## src/sv/bgvt_pkg.sv

```systemverilog
`default_nettype none
package bgvt_pkg;

	localparam int MAX_TILES     = 64;
	localparam int GRID_COLUMNS  = 200;
	localparam int ROWS_PER_BAND = 5;
	localparam int BAND_STRIDE   = GRID_COLUMNS * ROWS_PER_BAND;

	localparam int DIV_W  = 33;
	localparam int REM_W  = 16;
	localparam int CNT_W  = $clog2(DIV_W + 1);
	localparam int RMOD_W = $clog2(ROWS_PER_BAND + 1);
	localparam int COL_W  = $clog2(GRID_COLUMNS + 1);
	localparam int NUM_W  = $clog2(MAX_TILES + 1);
	localparam int POS_W  = 19;
	localparam int IDX_W  = 40;
	localparam int OUT_DATA_W = 112;

	localparam logic [DIV_W-1:0]  LAST_COLUMN   = DIV_W'(GRID_COLUMNS - 1);
	localparam logic [RMOD_W-1:0] RMOD_LAST     = RMOD_W'(ROWS_PER_BAND - 1);
	localparam logic [RMOD_W-1:0] RMOD_OVER     = RMOD_W'(ROWS_PER_BAND);
	localparam logic [IDX_W-1:0]  ROW_WRAP_STEP = IDX_W'(BAND_STRIDE - (ROWS_PER_BAND - 1));
	localparam logic [NUM_W-1:0]  TILE_LIMIT    = NUM_W'(MAX_TILES);

	localparam logic [1:0] REG_TILE_SIZE   = 2'd0;
	localparam logic [1:0] REG_VIEW_WIDTH  = 2'd1;
	localparam logic [1:0] REG_VIEW_HEIGHT = 2'd2;

	typedef struct packed {
		logic             start;
		logic [DIV_W-1:0] dividend;
		logic [REM_W-1:0] divisor;
	} div_req_t;

	typedef struct packed {
		logic             done;
		logic [DIV_W-1:0] quot;
		logic [REM_W-1:0] rem;
	} div_rsp_t;

	typedef struct packed {
		logic [DIV_W-1:0]  fr;
		logic [DIV_W-1:0]  lr;
		logic [RMOD_W-1:0] rmod;
		logic [IDX_W-1:0]  idx0;
		logic [POS_W-1:0]  iy0;
		logic [POS_W-1:0]  ix0;
		logic [COL_W-1:0]  fc;
		logic [COL_W-1:0]  lc;
		logic              cols_ok;
		logic [12:0]       q0;
		logic [15:0]       r0;
		logic [12:0]       sz;
		logic [11:0]       gap;
		logic [15:0]       w;
		logic [15:0]       h;
	} job_t;

endpackage
`default_nettype wire

```

## src/sv/bgvt_div.sv

```systemverilog
`default_nettype none
module bgvt_div import bgvt_pkg::*; (
	input  wire logic     clk,
	input  wire logic     arst_n,
	input  wire div_req_t req,
	output div_rsp_t      rsp
);

	logic             busy_q;
	logic             done_q;
	logic [CNT_W-1:0] cnt_q;
	logic [DIV_W-1:0] dvd_q;
	logic [REM_W-1:0] rem_q;
	logic [REM_W-1:0] dvs_q;
	logic [REM_W:0]   trial;
	logic             ge;
	logic [REM_W-1:0] rem_nx;

	always_comb begin
		trial  = {rem_q, dvd_q[DIV_W-1]};
		ge     = trial >= {1'b0, dvs_q};
		rem_nx = ge ? REM_W'(trial - {1'b0, dvs_q}) : trial[REM_W-1:0];
	end

	always_ff @(posedge clk or negedge arst_n) begin
		if (!arst_n) begin
			busy_q <= 1'b0;
			done_q <= 1'b0;
			cnt_q  <= '0;
		end else begin
			done_q <= 1'b0;
			if (req.start) begin
				busy_q <= 1'b1;
				cnt_q  <= CNT_W'(DIV_W);
			end else if (busy_q) begin
				cnt_q <= cnt_q - 1'b1;
				if (cnt_q == CNT_W'(1)) begin
					busy_q <= 1'b0;
					done_q <= 1'b1;
				end
			end
		end
	end

	always_ff @(posedge clk) begin
		if (req.start) begin
			dvd_q <= req.dividend;
			dvs_q <= req.divisor;
			rem_q <= '0;
		end else if (busy_q) begin
			dvd_q <= {dvd_q[DIV_W-2:0], ge};
			rem_q <= rem_nx;
		end
	end

	assign rsp.done = done_q;
	assign rsp.quot = dvd_q;
	assign rsp.rem  = rem_q;

endmodule
`default_nettype wire

```

## src/sv/bgvt_front.sv

```systemverilog
`default_nettype none
module bgvt_front import bgvt_pkg::*; (
	input  wire logic        clk,
	input  wire logic        arst_n,
	input  wire logic        req_valid,
	output logic             req_ready,
	input  wire logic [31:0] req_x,
	input  wire logic [31:0] req_y,
	input  wire logic [12:0] tile_size,
	input  wire logic [15:0] view_width,
	input  wire logic [15:0] view_height,
	output logic             job_push,
	output job_t             job,
	input  wire logic        job_full
);

	localparam logic [3:0] F_IDLE = 4'd0;
	localparam logic [3:0] F_FB   = 4'd1;
	localparam logic [3:0] F_LB   = 4'd2;
	localparam logic [3:0] F_MUL  = 4'd3;
	localparam logic [3:0] F_FR   = 4'd4;
	localparam logic [3:0] F_LR   = 4'd5;
	localparam logic [3:0] F_FC   = 4'd6;
	localparam logic [3:0] F_LC   = 4'd7;
	localparam logic [3:0] F_AT   = 4'd8;
	localparam logic [3:0] F_K    = 4'd9;
	localparam logic [3:0] F_IDX  = 4'd10;
	localparam logic [3:0] F_PUSH = 4'd11;

	logic [3:0]        state_q;
	logic              issued_q;
	logic [31:0]       x_q, y_q;
	logic [12:0]       sz_q;
	logic [11:0]       gap_q;
	logic [15:0]       bandh_q;
	logic [15:0]       w_q, h_q;
	logic [DIV_W-1:0]  fb_q, lb_q, fbo_q, lbo_q, fr_q, lr_q, fc_q, lc_q, band0_q;
	logic [12:0]       yoff_q, xoff_q, q0_q;
	logic [15:0]       r0_q;
	logic [RMOD_W-1:0] rmod0_q;
	logic [POS_W-1:0]  iy0_q;
	logic [IDX_W-1:0]  fc5_q, idx0_q;
	logic [COL_W-1:0]  lc8_q;
	logic              cols_ok_q;

	logic [12:0]       sz_c;
	logic [11:0]       gap_c;
	logic [15:0]       bandh_c;
	logic              div_state;
	logic [DIV_W-1:0]  fb5_c, lc_cl_c;
	logic [RMOD_W-1:0] k_c;
	div_req_t          div_req;
	div_rsp_t          div_rsp;

	bgvt_div u_div (
		.clk    (clk),
		.arst_n (arst_n),
		.req    (div_req),
		.rsp    (div_rsp)
	);

	always_comb begin
		sz_c    = (tile_size == 13'd0) ? 13'd1 : tile_size;
		gap_c   = sz_c[12:1];
		bandh_c = 16'(32'(sz_c) * ROWS_PER_BAND) + 16'(gap_c);
		fb5_c   = DIV_W'(fb_q * DIV_W'(ROWS_PER_BAND));
		k_c     = RMOD_W'(fr_q - fb5_c);
		lc_cl_c = (lc_q > LAST_COLUMN) ? LAST_COLUMN : lc_q;
		div_state = (state_q == F_FB) || (state_q == F_LB) || (state_q == F_FR) ||
			(state_q == F_LR) || (state_q == F_FC) || (state_q == F_LC) ||
			(state_q == F_AT);
		div_req.start    = div_state && !issued_q;
		div_req.dividend = '0;
		div_req.divisor  = 16'(sz_q);
		case (state_q)
			F_FB: begin
				div_req.dividend = DIV_W'(y_q);
				div_req.divisor  = bandh_q;
			end
			F_LB: begin
				div_req.dividend = DIV_W'(y_q) + DIV_W'(h_q);
				div_req.divisor  = bandh_q;
			end
			F_FR: div_req.dividend = DIV_W'(y_q) - fbo_q;
			F_LR: div_req.dividend = DIV_W'(y_q) + DIV_W'(h_q) - lbo_q;
			F_FC: div_req.dividend = DIV_W'(x_q);
			F_LC: div_req.dividend = DIV_W'(x_q) + DIV_W'(w_q);
			F_AT: begin
				div_req.dividend = DIV_W'(sz_q);
				div_req.divisor  = w_q;
			end
			default: div_req.dividend = '0;
		endcase
	end

	assign req_ready = (state_q == F_IDLE);
	assign job_push  = (state_q == F_PUSH) && !job_full;

	always_comb begin
		job.fr      = fr_q;
		job.lr      = lr_q;
		job.rmod    = rmod0_q;
		job.idx0    = idx0_q;
		job.iy0     = iy0_q;
		job.ix0     = POS_W'(0) - POS_W'(xoff_q);
		job.fc      = COL_W'(fc_q);
		job.lc      = lc8_q;
		job.cols_ok = cols_ok_q;
		job.q0      = q0_q;
		job.r0      = r0_q;
		job.sz      = sz_q;
		job.gap     = gap_q;
		job.w       = w_q;
		job.h       = h_q;
	end

	always_ff @(posedge clk or negedge arst_n) begin
		if (!arst_n) begin
			state_q  <= F_IDLE;
			issued_q <= 1'b0;
		end else begin
			case (state_q)
				F_IDLE: if (req_valid) begin
					state_q  <= F_FB;
					issued_q <= 1'b0;
				end
				F_MUL: state_q <= F_FR;
				F_K:   state_q <= F_IDX;
				F_IDX: state_q <= F_PUSH;
				F_PUSH: if (!job_full) begin
					state_q <= F_IDLE;
				end
				default: begin
					if (!div_state) begin
						state_q <= F_IDLE;
					end else if (!issued_q) begin
						issued_q <= 1'b1;
					end else if (div_rsp.done) begin
						issued_q <= 1'b0;
						state_q  <= (state_q == F_LB) ? F_MUL :
							(state_q == F_AT) ? F_K : state_q + 4'd1;
					end
				end
			endcase
		end
	end

	always_ff @(posedge clk) begin
		if (state_q == F_IDLE && req_valid) begin
			x_q     <= req_x;
			y_q     <= req_y;
			sz_q    <= sz_c;
			gap_q   <= gap_c;
			bandh_q <= bandh_c;
			w_q     <= view_width;
			h_q     <= view_height;
		end
		if (issued_q && div_rsp.done) begin
			case (state_q)
				F_FB: fb_q <= div_rsp.quot;
				F_LB: lb_q <= div_rsp.quot;
				F_FR: begin
					fr_q   <= div_rsp.quot;
					yoff_q <= 13'(div_rsp.rem);
				end
				F_LR: lr_q <= div_rsp.quot;
				F_FC: begin
					fc_q   <= div_rsp.quot;
					xoff_q <= 13'(div_rsp.rem);
				end
				F_LC: lc_q <= div_rsp.quot;
				F_AT: begin
					q0_q <= 13'(div_rsp.quot);
					r0_q <= div_rsp.rem;
				end
				default: ;
			endcase
		end
		if (state_q == F_MUL) begin
			fbo_q <= DIV_W'(45'(gap_q) * 45'(fb_q));
			lbo_q <= DIV_W'(45'(gap_q) * 45'(lb_q));
		end
		if (state_q == F_K) begin
			band0_q   <= fb_q + DIV_W'(k_c == RMOD_OVER);
			rmod0_q   <= (k_c == RMOD_OVER) ? '0 : k_c;
			iy0_q     <= ((k_c == RMOD_OVER) ? POS_W'(gap_q) : POS_W'(0)) - POS_W'(yoff_q);
			fc5_q     <= IDX_W'(fc_q) * IDX_W'(ROWS_PER_BAND);
			lc8_q     <= COL_W'(lc_cl_c);
			cols_ok_q <= fc_q <= lc_cl_c;
		end
		if (state_q == F_IDX) begin
			idx0_q <= IDX_W'(band0_q) * IDX_W'(BAND_STRIDE) + fc5_q + IDX_W'(rmod0_q);
		end
	end

endmodule
`default_nettype wire

```

## src/sv/bgvt_fifo.sv

```systemverilog
`default_nettype none
module bgvt_fifo import bgvt_pkg::*; (
	input  wire logic clk,
	input  wire logic arst_n,
	input  wire logic push,
	input  wire job_t din,
	output logic      full,
	input  wire logic pop,
	output job_t      dout,
	output logic      empty
);

	job_t       mem_q [2];
	logic       wr_q, rd_q;
	logic [1:0] cnt_q;

	assign full  = (cnt_q == 2'd2);
	assign empty = (cnt_q == 2'd0);
	assign dout  = mem_q[rd_q];

	always_ff @(posedge clk or negedge arst_n) begin
		if (!arst_n) begin
			wr_q  <= 1'b0;
			rd_q  <= 1'b0;
			cnt_q <= 2'd0;
		end else begin
			if (push) wr_q <= ~wr_q;
			if (pop) rd_q <= ~rd_q;
			cnt_q <= cnt_q + 2'(push) - 2'(pop);
		end
	end

	always_ff @(posedge clk) begin
		if (push) mem_q[wr_q] <= din;
	end

endmodule
`default_nettype wire

```

## src/sv/bgvt_back.sv

```systemverilog
`default_nettype none
module bgvt_back import bgvt_pkg::*; (
	input  wire logic                  clk,
	input  wire logic                  arst_n,
	input  wire logic                  job_valid,
	output logic                       job_pop,
	input  wire job_t                  job,
	output logic                       m_tvalid,
	input  wire logic                  m_tready,
	output logic [OUT_DATA_W-1:0]      m_tdata,
	output logic [1:0]                 m_tuser,
	output logic                       m_tlast
);

	localparam logic [1:0] B_IDLE  = 2'd0;
	localparam logic [1:0] B_SCAN  = 2'd1;
	localparam logic [1:0] B_FLUSH = 2'd2;

	logic [1:0]            state_q;
	job_t                  job_q;
	logic [DIV_W-1:0]      r_q;
	logic [RMOD_W-1:0]     rmod_q;
	logic [POS_W-1:0]      iy_q, ix_q;
	logic [IDX_W-1:0]      idx_row_q, idx_q;
	logic                  in_row_q;
	logic [COL_W-1:0]      c_q;
	logic [NUM_W-1:0]      n_q;
	logic [15:0]           ax_q;
	logic [17:0]           ay_q;
	logic                  trunc_q;
	logic                  pend_v_q;
	logic [OUT_DATA_W-1:0] pend_q;
	logic                  out_v_q;
	logic [OUT_DATA_W-1:0] out_data_q;
	logic [1:0]            out_user_q;
	logic                  out_last_q;

	logic                  out_free, iy_ge_h, ix_ge_w, wrap, emit_ok, out_load;
	logic [16:0]           sum_c;
	logic [OUT_DATA_W-1:0] tile_c;

	always_comb begin
		out_free = !out_v_q || m_tready;
		iy_ge_h  = !iy_q[POS_W-1] && (iy_q[POS_W-2:0] >= (POS_W-1)'(job_q.h));
		ix_ge_w  = !ix_q[POS_W-1] && (ix_q[POS_W-2:0] >= (POS_W-1)'(job_q.w));
		sum_c    = {1'b0, ax_q} + {1'b0, job_q.r0};
		wrap     = sum_c >= {1'b0, job_q.w};
		tile_c   = {6'(n_q), ay_q, ax_q, idx_q, iy_q[15:0], ix_q[15:0]};
		emit_ok  = in_row_q && !(c_q > job_q.lc || ix_ge_w) && !ix_q[POS_W-1] &&
			(n_q != TILE_LIMIT);
		out_load = ((state_q == B_SCAN) && emit_ok && pend_v_q && out_free) ||
			((state_q == B_FLUSH) && out_free);
	end

	assign job_pop  = (state_q == B_IDLE) && job_valid;
	assign m_tvalid = out_v_q;
	assign m_tdata  = out_data_q;
	assign m_tuser  = out_user_q;
	assign m_tlast  = out_last_q;

	always_ff @(posedge clk or negedge arst_n) begin
		if (!arst_n) begin
			state_q  <= B_IDLE;
			in_row_q <= 1'b0;
			pend_v_q <= 1'b0;
			out_v_q  <= 1'b0;
		end else begin
			if (out_load) begin
				out_v_q <= 1'b1;
			end else if (m_tready) begin
				out_v_q <= 1'b0;
			end
			case (state_q)
				B_IDLE: if (job_valid) begin
					in_row_q <= 1'b0;
					pend_v_q <= 1'b0;
					state_q  <= B_SCAN;
				end
				B_SCAN: begin
					if (!in_row_q) begin
						if (r_q > job_q.lr || iy_ge_h) begin
							state_q <= B_FLUSH;
						end else if (!iy_q[POS_W-1] && job_q.cols_ok) begin
							in_row_q <= 1'b1;
						end
					end else if (c_q > job_q.lc || ix_ge_w) begin
						in_row_q <= 1'b0;
					end else if (!ix_q[POS_W-1]) begin
						if (n_q == TILE_LIMIT) begin
							state_q <= B_FLUSH;
						end else if (!pend_v_q || out_free) begin
							pend_v_q <= 1'b1;
						end
					end
				end
				B_FLUSH: if (out_free) begin
					state_q <= B_IDLE;
				end
				default: state_q <= B_IDLE;
			endcase
		end
	end

	always_ff @(posedge clk) begin
		case (state_q)
			B_IDLE: if (job_valid) begin
				job_q     <= job;
				r_q       <= job.fr;
				rmod_q    <= job.rmod;
				iy_q      <= job.iy0;
				idx_row_q <= job.idx0;
				n_q       <= '0;
				ax_q      <= '0;
				ay_q      <= '0;
				trunc_q   <= 1'b0;
			end
			B_SCAN: begin
				if ((!in_row_q && !(r_q > job_q.lr || iy_ge_h) &&
					(iy_q[POS_W-1] || !job_q.cols_ok)) ||
					(in_row_q && (c_q > job_q.lc || ix_ge_w))) begin
					r_q       <= r_q + 1'b1;
					iy_q      <= iy_q + POS_W'(job_q.sz) +
						((rmod_q == RMOD_LAST) ? POS_W'(job_q.gap) : POS_W'(0));
					rmod_q    <= (rmod_q == RMOD_LAST) ? '0 : rmod_q + 1'b1;
					idx_row_q <= idx_row_q +
						((rmod_q == RMOD_LAST) ? ROW_WRAP_STEP : IDX_W'(1));
				end else if (!in_row_q && !(r_q > job_q.lr || iy_ge_h)) begin
					c_q   <= job_q.fc;
					ix_q  <= job_q.ix0;
					idx_q <= idx_row_q;
				end else if (in_row_q && ix_q[POS_W-1]) begin
					c_q   <= c_q + 1'b1;
					ix_q  <= ix_q + POS_W'(job_q.sz);
					idx_q <= idx_q + IDX_W'(ROWS_PER_BAND);
				end else if (in_row_q) begin
					if (n_q == TILE_LIMIT) begin
						trunc_q <= 1'b1;
					end else if (!pend_v_q || out_free) begin
						if (pend_v_q) begin
							out_data_q <= pend_q;
							out_user_q <= 2'b01;
							out_last_q <= 1'b0;
						end
						pend_q <= tile_c;
						n_q    <= n_q + 1'b1;
						ax_q   <= wrap ? 16'(sum_c - {1'b0, job_q.w}) : sum_c[15:0];
						ay_q   <= ay_q + 18'(job_q.q0) + 18'(wrap);
						c_q    <= c_q + 1'b1;
						ix_q   <= ix_q + POS_W'(job_q.sz);
						idx_q  <= idx_q + IDX_W'(ROWS_PER_BAND);
					end
				end
			end
			B_FLUSH: if (out_free) begin
				out_data_q <= pend_v_q ? pend_q : '0;
				out_user_q <= pend_v_q ? {trunc_q, 1'b1} : 2'b00;
				out_last_q <= 1'b1;
			end
			default: ;
		endcase
	end

endmodule
`default_nettype wire

```

## src/sv/banded_grid_viewport_tiles_top.sv

```systemverilog
// Setup runs seven 33-step divisions on one shared divider, then the scan visits one
// grid position per cycle while the output is not stalled and sends one tile per
// visible position, up to 64. Setup and scan overlap through a two-entry job queue, so
// the next request can be set up while the last one is scanned.
// Reset: asynchronous, active low; registers return to tile size 64 and a 256 x 256 view,
// and the job queue and result register empty.
`default_nettype none
module banded_grid_viewport_tiles_top import bgvt_pkg::*; (
	input  wire logic                  clk,
	input  wire logic                  arst_n,
	input  wire logic                  s_tvalid,
	output logic                       s_tready,
	input  wire logic [63:0]           s_tdata,   // view_x, view_y
	output logic                       m_tvalid,
	input  wire logic                  m_tready,
	output logic [OUT_DATA_W-1:0]      m_tdata,   // screen_x, screen_y, image_index,
	                                              // atlas_x, atlas_y, tile_number
	output logic [1:0]                 m_tuser,   // tile_valid, truncated
	output logic                       m_tlast,
	input  wire logic                  cfg_valid,
	output logic                       cfg_ready,
	input  wire logic [1:0]            cfg_index,
	input  wire logic [15:0]           cfg_data
);

	logic [12:0] tile_size_q;
	logic [15:0] view_width_q, view_height_q;
	logic        job_push, job_full, job_empty, job_pop;
	job_t        job_in, job_out;

	assign cfg_ready = 1'b1;

	always_ff @(posedge clk or negedge arst_n) begin
		if (!arst_n) begin
			tile_size_q   <= 13'd64;
			view_width_q  <= 16'd256;
			view_height_q <= 16'd256;
		end else if (cfg_valid) begin
			case (cfg_index)
				REG_TILE_SIZE:   tile_size_q   <= cfg_data[12:0];
				REG_VIEW_WIDTH:  view_width_q  <= cfg_data;
				REG_VIEW_HEIGHT: view_height_q <= cfg_data;
				default: ;
			endcase
		end
	end

	bgvt_front u_front (
		.clk         (clk),
		.arst_n      (arst_n),
		.req_valid   (s_tvalid),
		.req_ready   (s_tready),
		.req_x       (s_tdata[31:0]),
		.req_y       (s_tdata[63:32]),
		.tile_size   (tile_size_q),
		.view_width  (view_width_q),
		.view_height (view_height_q),
		.job_push    (job_push),
		.job         (job_in),
		.job_full    (job_full)
	);

	bgvt_fifo u_fifo (
		.clk    (clk),
		.arst_n (arst_n),
		.push   (job_push),
		.din    (job_in),
		.full   (job_full),
		.pop    (job_pop),
		.dout   (job_out),
		.empty  (job_empty)
	);

	bgvt_back u_back (
		.clk       (clk),
		.arst_n    (arst_n),
		.job_valid (!job_empty),
		.job_pop   (job_pop),
		.job       (job_out),
		.m_tvalid  (m_tvalid),
		.m_tready  (m_tready),
		.m_tdata   (m_tdata),
		.m_tuser   (m_tuser),
		.m_tlast   (m_tlast)
	);

endmodule
`default_nettype wire

```

## config.mk

```make
export PLATFORM = sky130hd
export DESIGN_NAME = banded_grid_viewport_tiles_top
export DESIGN_NICKNAME = d
export VERILOG_FILES = /design/src/sv/bgvt_pkg.sv /design/src/sv/bgvt_div.sv /design/src/sv/bgvt_front.sv /design/src/sv/bgvt_fifo.sv /design/src/sv/bgvt_back.sv /design/src/sv/banded_grid_viewport_tiles_top.sv
export SDC_FILE = /design/constraint.sdc
export NUM_CORES = 2
export LEC_CHECK = 0
export BUFFER_PORTS_ARGS = -buffer_cell sky130_fd_sc_hd__buf_2
export CELL_PAD_IN_SITES_DETAIL_PLACEMENT = 2
export CELL_PAD_IN_SITES_GLOBAL_PLACEMENT = 2
export CORE_ASPECT_RATIO = 0.5
export CORE_UTILIZATION = 48
export CTS_CLUSTER_DIAMETER = 150
export DETAILED_ROUTE_END_ITERATION = 16
export GPL_ROUTABILITY_DRIVEN = 0
export GPL_TIMING_DRIVEN = 0
export PLACE_DENSITY_LB_ADDON = 0.1
export SETUP_SLACK_MARGIN = 0.5
export SYNTH_ARGS = -nofsm -noshare
export SYNTH_HDL_FRONTEND = slang
export SYNTH_SLANG_ARGS = --single-unit
```

## constraint.sdc

```tcl
create_clock -name clk -period 20.5 [get_ports clk]
set_clock_uncertainty 0.15 [all_clocks]
set_input_delay 2.05 -clock clk [delete_from_list [all_inputs] [get_ports clk]]
set_output_delay 2.05 -clock clk [all_outputs]
set_load 0.005 [all_outputs]
```

# After elaboration in Yosys (flattened, before gate mapping)
# Memory sizes are Yosys's and may differ from the RTL's.
# Cells that the tools add are included.
[totals]
register_bits = 1314
latchBits = 0
rom_bits = 0
ramBits = 500
memories = 1
elab_cells = 387
inputBits = 87
out_inout_bits = 118
[mem_list]
columns = ["memory", "words", "width", "rd", "rd_ports_with_merged_regs", "write_ports", "line", "rtl"]
rows = [
  ["u_fifo.mem_q", 2, 250, 1, 0, 1, "bgvt_fifo.sv:13", "job_t mem_q [2];"],
]
[classes]
n_mul = 6
addsub = 29
n_bitwise = 8
n_shift = 0
magnitude_cmp = 8
eq_ne = 43
div = 0
n_reduce_logical = 79
mux = 143
[ops]
columns = ["cell", "n"]
rows = [
  ["two-way mux 112 bit", 9],
  ["two-way mux 40 bit", 7],
  ["case mux 33 bit (7 select lines)", 1],
  ["case mux 112 bit (2 select lines)", 1],
  ["two-way mux 33 bit", 5],
  ["two-way mux 16 bit", 9],
  ["two-way mux 19 bit", 7],
  ["two-way mux 18 bit", 7],
  ["case mux 40 bit (2 select lines)", 1],
  ["adder 32 x 16 -> 33 bit", 2],
  ["multiplier 12 x 33 -> 33 bit", 2],
  ["case mux 33 bit (2 select lines)", 1],
  ["case mux 16 bit (2 select lines)", 2],
  ["two-way mux 7 bit", 7],
  ["adder 40 x 3 -> 40 bit", 1],
  ["adder 40 x 3 -> 40 bit, second input constant", 1],
  ["adder 40 x 36 -> 40 bit", 1],
  ["adder 40 bit", 1],
  ["two-way mux 8 bit", 5],
  ["adder 19 x 13 -> 19 bit", 2],
  ["case mux 19 bit (2 select lines)", 1],
  ["multiplier 33 x 7 -> 37 bit, second input constant", 1],
  ["two-way mux 1 bit", 37],
  ["greater-or-equal comparator 18 x 16 -> 1 bit", 2],
  ["other kinds (77)", 203],
]

# Longest topological paths before layout
[depth]
depth_word = 12
mapped_depth = 34
ltp_nobuf = 32

# By module
# Synthesis repeated with hierarchy kept, for this count alone.
[hier_totals]
hier_cells = 8849
area_unflattened_um2 = 109221.0
[modules_own_cells]
columns = ["mod", "area_each_um2", "n_inst", "seq_area_each_um2", "cells_per_inst"]
rows = [
  ["bgvt_front", 55493.2, 1, 17511.8, 5367],
  ["bgvt_back", 29110.4, 1, 17722.0, 2252],
  ["bgvt_fifo", 19017.0, 1, 15114.5, 793],
  ["bgvt_div", 3863.7, 1, 1991.9, 338],
  ["banded_grid_viewport_tiles_top", 1736.7, 1, 1129.8, 99],
]

# Worst setup path before layout
# OpenSTA, ideal clock, no wires.
[synth_path]
path_type = "register to register"
from = "register u_front.state_q[3]"
to = "memory u_fifo.mem_q[0][0] (netlist name) (enable)"
path_buffers = 1
setup_ns = 0.832
path_stages_with_launch = 5
required_ns = 19.518
arrival_time_ns = 10.797
path_slack_ns = 8.721
synth_period_minus_slack_ns = 11.779
cell_sequence = "dfrtp_1 > clkbuf_1 > nor2b_1 > nand3_1 > nor2_1"
[synth_between]
elab_chain_cells = 4
[synth_rtl]
columns = ["element", "line", "rtl"]
rows = [
  ["start, declared", "bgvt_front.sv:30", "logic [3:0] state_q;"],
  ["start signal, assigned", "bgvt_front.sv:140", "state_q <= (state_q == F_LB) ? F_MUL :"],
  ["equality test 4 bit", "bgvt_front.sv:97", "assign job_push = (state_q == F_PUSH) && !job_full;"],
  ["logical AND 1 bit", "bgvt_front.sv:97", ""],
  ["two-way mux 1 bit", "bgvt_fifo.sv:34", "if (push) mem_q[wr_q] <= din;"],
  ["two-way mux 1 bit (not written as such)", "bgvt_fifo.sv:34", ""],
  ["end, declared", "bgvt_fifo.sv:13", ""],
]
# Every way passes these cells.

# Final worst setup path
[layout_path]
from = "register u_front.band0_q[1]"
to = "register u_front.idx0_q[39] (data pin)"
[layout_between]
elab_chain_cells = 3
[layout_rtl]
columns = ["element", "line", "rtl"]
rows = [
  ["start, declared", "bgvt_front.sv:37", "logic [DIV_W-1:0] fb_q, lb_q, fbo_q, lbo_q, fr_q, lr_q, fc_q, lc_q, band0_q;"],
  ["start signal, assigned", "bgvt_front.sv:184", "band0_q <= fb_q + DIV_W'(k_c == RMOD_OVER);"],
  ["multiplier 33 x 7 -> 37 bit", "bgvt_front.sv:192", "idx0_q <= IDX_W'(band0_q) * IDX_W'(BAND_STRIDE) + fc5_q + IDX_W'(rmod0_q);"],
  ["adder 40 x 36 -> 40 bit", "bgvt_front.sv:192", ""],
  ["adder 40 x 3 -> 40 bit", "bgvt_front.sv:192", ""],
  ["end signal, assigned", "bgvt_front.sv:192", ""],
  ["end, declared", "bgvt_front.sv:42", "logic [IDX_W-1:0] fc5_q, idx0_q;"],
]
# Every way passes these cells.
# A chain may end at the register's enable or synchronous reset.

==> results_dict.tcl <==
set metrics [dict create \
    numClockSinks 1751 \
    clkTransAtPathRegs_ps 90 \
    yosysWarningCount 0 \
    grt_max_degree 104 \
    start_util 0.484 \
    hold_viol 0 \
    cts-root-buf "clkbuf_16" \
    crit_type "reg -> reg" \
    drc 0 \
    synth_area_leader_cell "edfxtp_1" \
    violations "max-capacitance violations, max-slew violations" \
    viasPerCell 6.46 \
    overflow 0 \
    die_y_um 333 \
    critPathMaxStageDelay_ps 770 \
    critPathSlowestCell "edfxtp_1" \
    nFillCells 20600 \
    vias 79000 \
    wl_per_cell_um 37.2 \
    hold_ws_ps 277 \
    syn_to_final_growth_pct 11.0 \
    post_cts_buffers 0 \
    fin_util 0.537 \
    post_cts_resized 0 \
    cts_hold_buf 0 \
    synth_xor_xnor_area_share 0.0459 \
    rows 121 \
    start_kind "register" \
    clock_latency_ps 900 \
    crit_fanout 5 \
    min_period_ps 9670 \
    synthTopCellsByArea "edfxtp_1 (48%), fa_1 (12%), ha_1 (7.5%)" \
    grt_usage 0.385 \
    fin_area_sq_um 117000 \
    synth.most_common_cell "edfxtp_1" \
    numCtsBuffers 173 \
    cp_common_cell "fa_1" \
    nets 10500 \
    grt_pass1_vias 83900 \
    rsz0062_at_grt "false" \
    design.die.area_sq_um 222000 \
    synth_fa_ha_area_frac 0.200 \
    tns_ps 0 \
    antenna_found_initial 69 \
    ant_nets 0 \
    h-tree-depth 4 \
    endpoint_kind "register" \
    post-route-period-util 0.472 \
    async_flop_share 0.0383 \
    worstMarginPinSlew_ps 1580 \
    routed_wl_um 455000 \
    synth-edff-count 1668 \
    finalSetupViolCount 0 \
    netlist_instances 8681 \
    ys_ff_latch 1751 \
    core_sq_um 218000 \
    grt_pass1_wl_um 617000 \
    pin_count 205 \
    leakage_uw 0.0473 \
    drive_gt1_frac 0.0892 \
    fmax_mhz 103 \
    ir_worst_vdd_mv 0.0685 \
    synth_common_cells "edfxtp_1 (1,668), inv_1 (989), nand2_1 (882)" \
    hold_class "reg -> reg" \
    dpl-instance-area_sq_um 111000 \
    report.final.slew_viol_count 35 \
    worst-r2r-setup-slack_ps 10830 \
    die_x_um 665 \
    run_status "finished with violations" \
    synth_top_family_by_area "adder cells" \
    port_buffers 203 \
    maxCapViolCount 3 \
    seq_area_frac_synth 0.494 \
    dr.pass1.iters 8 \
    dp.final_hpwl_um 308000 \
    postLayoutSetupSlackWorst_ps 10830 \
    cts_buffer_depth 4 \
    yosysUniqueCellTypes 96 \
    first_iter_violations 9853 \
    muxShareOfSynthArea 0.0360 \
    slew_headroom -0.0526 \
    cp.arrival_ps 10060 \
    required_ps 20880 \
    synth_compound_area_frac 0.0802 \
    p_per_area_nw_per_um2 65.2 \
    syn_avg_cell_area_sq_um 12.1 \
    syn_area_sq_um 105000 \
    dp_slack_ps 11500 \
    post-synth-top-area-fraction 0.475 \
    synthSimpleGateAreaFrac 0.0981 \
    cts_tree "built" \
    synth_ff_type "edfxtp_1" \
]
layout make-up:
cell class	instances	area, sq um	share of cell area
flip-flops and latches	1751	52100	0.445
multi-input cells	5675	48700	0.416
clock buffers	219	4620	0.0395
inverters	990	3730	0.0319
well taps	2890	3620	0.0309
repair buffers	264	2130	0.0182
plain buffers	290	1140	0.00976
clock inverters	87	802	0.00686
diodes	71	178	0.00152
flip-flops by register name, indices dropped and copies added (netlist names), 19 cells and up:
| signal | count |
|---|---|
| u_back.idx_q | 40 |
| u_back.idx_row_q | 40 |
| u_back.ix_q | 19 |
| u_back.iy_q | 19 |
| u_back.job_q | 138 |
| u_back.m_tdata | 112 |
| u_back.pend_q | 112 |
| u_back.r_q | 33 |
| u_fifo.mem_q | 466 |
| u_front.band0_q | 33 |
| u_front.fb_q | 33 |
| u_front.fbo_q | 33 |
| u_front.fc5_q | 36 |
| u_front.fc_q | 33 |
| u_front.fr_q | 33 |
| u_front.idx0_q | 40 |
| u_front.iy0_q | 19 |
| u_front.lb_q | 33 |
| u_front.lbo_q | 33 |
| u_front.lc_q | 33 |
| u_front.lr_q | 33 |
| u_front.u_div.dvd_q | 33 |
| u_front.x_q | 32 |
| u_front.y_q | 32 |
logic make-up (layout without fill, tap and decap cells):
group | count (synthesis) | after routing
buffers and inverters | 1280 | 1850
xor gates and xnor gates | 552 | 552
DFF | 1751 | 1751
other | 1 | 97
muxes | 349 | 349
and+or+nand+nor | 2169 | 2169
AOI/OAI and AO/OA | 1291 | 1291
adders and majority gates | 1288 | 1288
layer usage:
layer	vias up	part of all wire	GRT usage
met1	41100	0.37	0.499
met5	-	0.00041	0
met4	28	0.057	0.170
met2	5296	0.47	0.630
li1	31100	-	-
met3	1426	0.10	0.0792
metrics by stage:
step,cells,total power [uW]
2_1_floorplan,8706,4110
4_1_cts,12200,7500
6_report,12200,7630
3_5_place_dp,11900,4200
3_3_place_gp,11800,4160
5_1_grt,12200,7710
worst max-delay path: cells and delay by family (launching register included):
family	cells	cell delay (ps)
xor+xnor	2	390
buf+inv	2	280
simple gates	5	810
fa+ha+maj	6	3020
compound gates	14	3940
flops	1	770
placed cells by master (no fill, tap or decap), types with 77 or more instances in the layout:
master,netlist,final
o21ai_0,289,288
ha_1,633,633
mux2_2,241,241
mux2i_1,106,106
xnor2_1,380,380
clkbuf_16,0,177
a21oi_1,328,328
nor2_1,345,337
a21o_1,168,168
nand3_1,136,136
inv_1,989,987
fa_1,655,655
nor3_1,80,77
and3_1,81,80
clkbuf_1,255,292
and2_1,322,320
nor2b_1,91,91
xor2_1,172,172
edfxtp_1,1668,1668
nand2_1,882,882
buf_2,5,207
where the power goes:
part	internal [uW]	switching [uW]	leakage (uW)
Combinational	93.6	172	0.0273
Sequential	3890	16.8	0.0174
Clock	1770	1690	0.00263
Total	5750	1880	0.0473
path summary, 6_finish.rpt:
kind	from	endpoint	cells after the start
setup / recovery	u_front.band0_q[1]	u_front.idx0_q[39]	29
hold / removal	u_front.iy0_q[11]	u_fifo.mem_q[1][133]	0
hold reg to reg	u_front.iy0_q[11]	u_fifo.mem_q[1][133]	0
max in group asynchronous	arst_n	u_fifo.cnt_q[0]	2
min in group asynchronous	arst_n	view_width_q[12]	1
setup reg to reg	u_front.band0_q[1]	u_front.idx0_q[39]	29
Note: power is estimated with default switching activity, not from simulation.
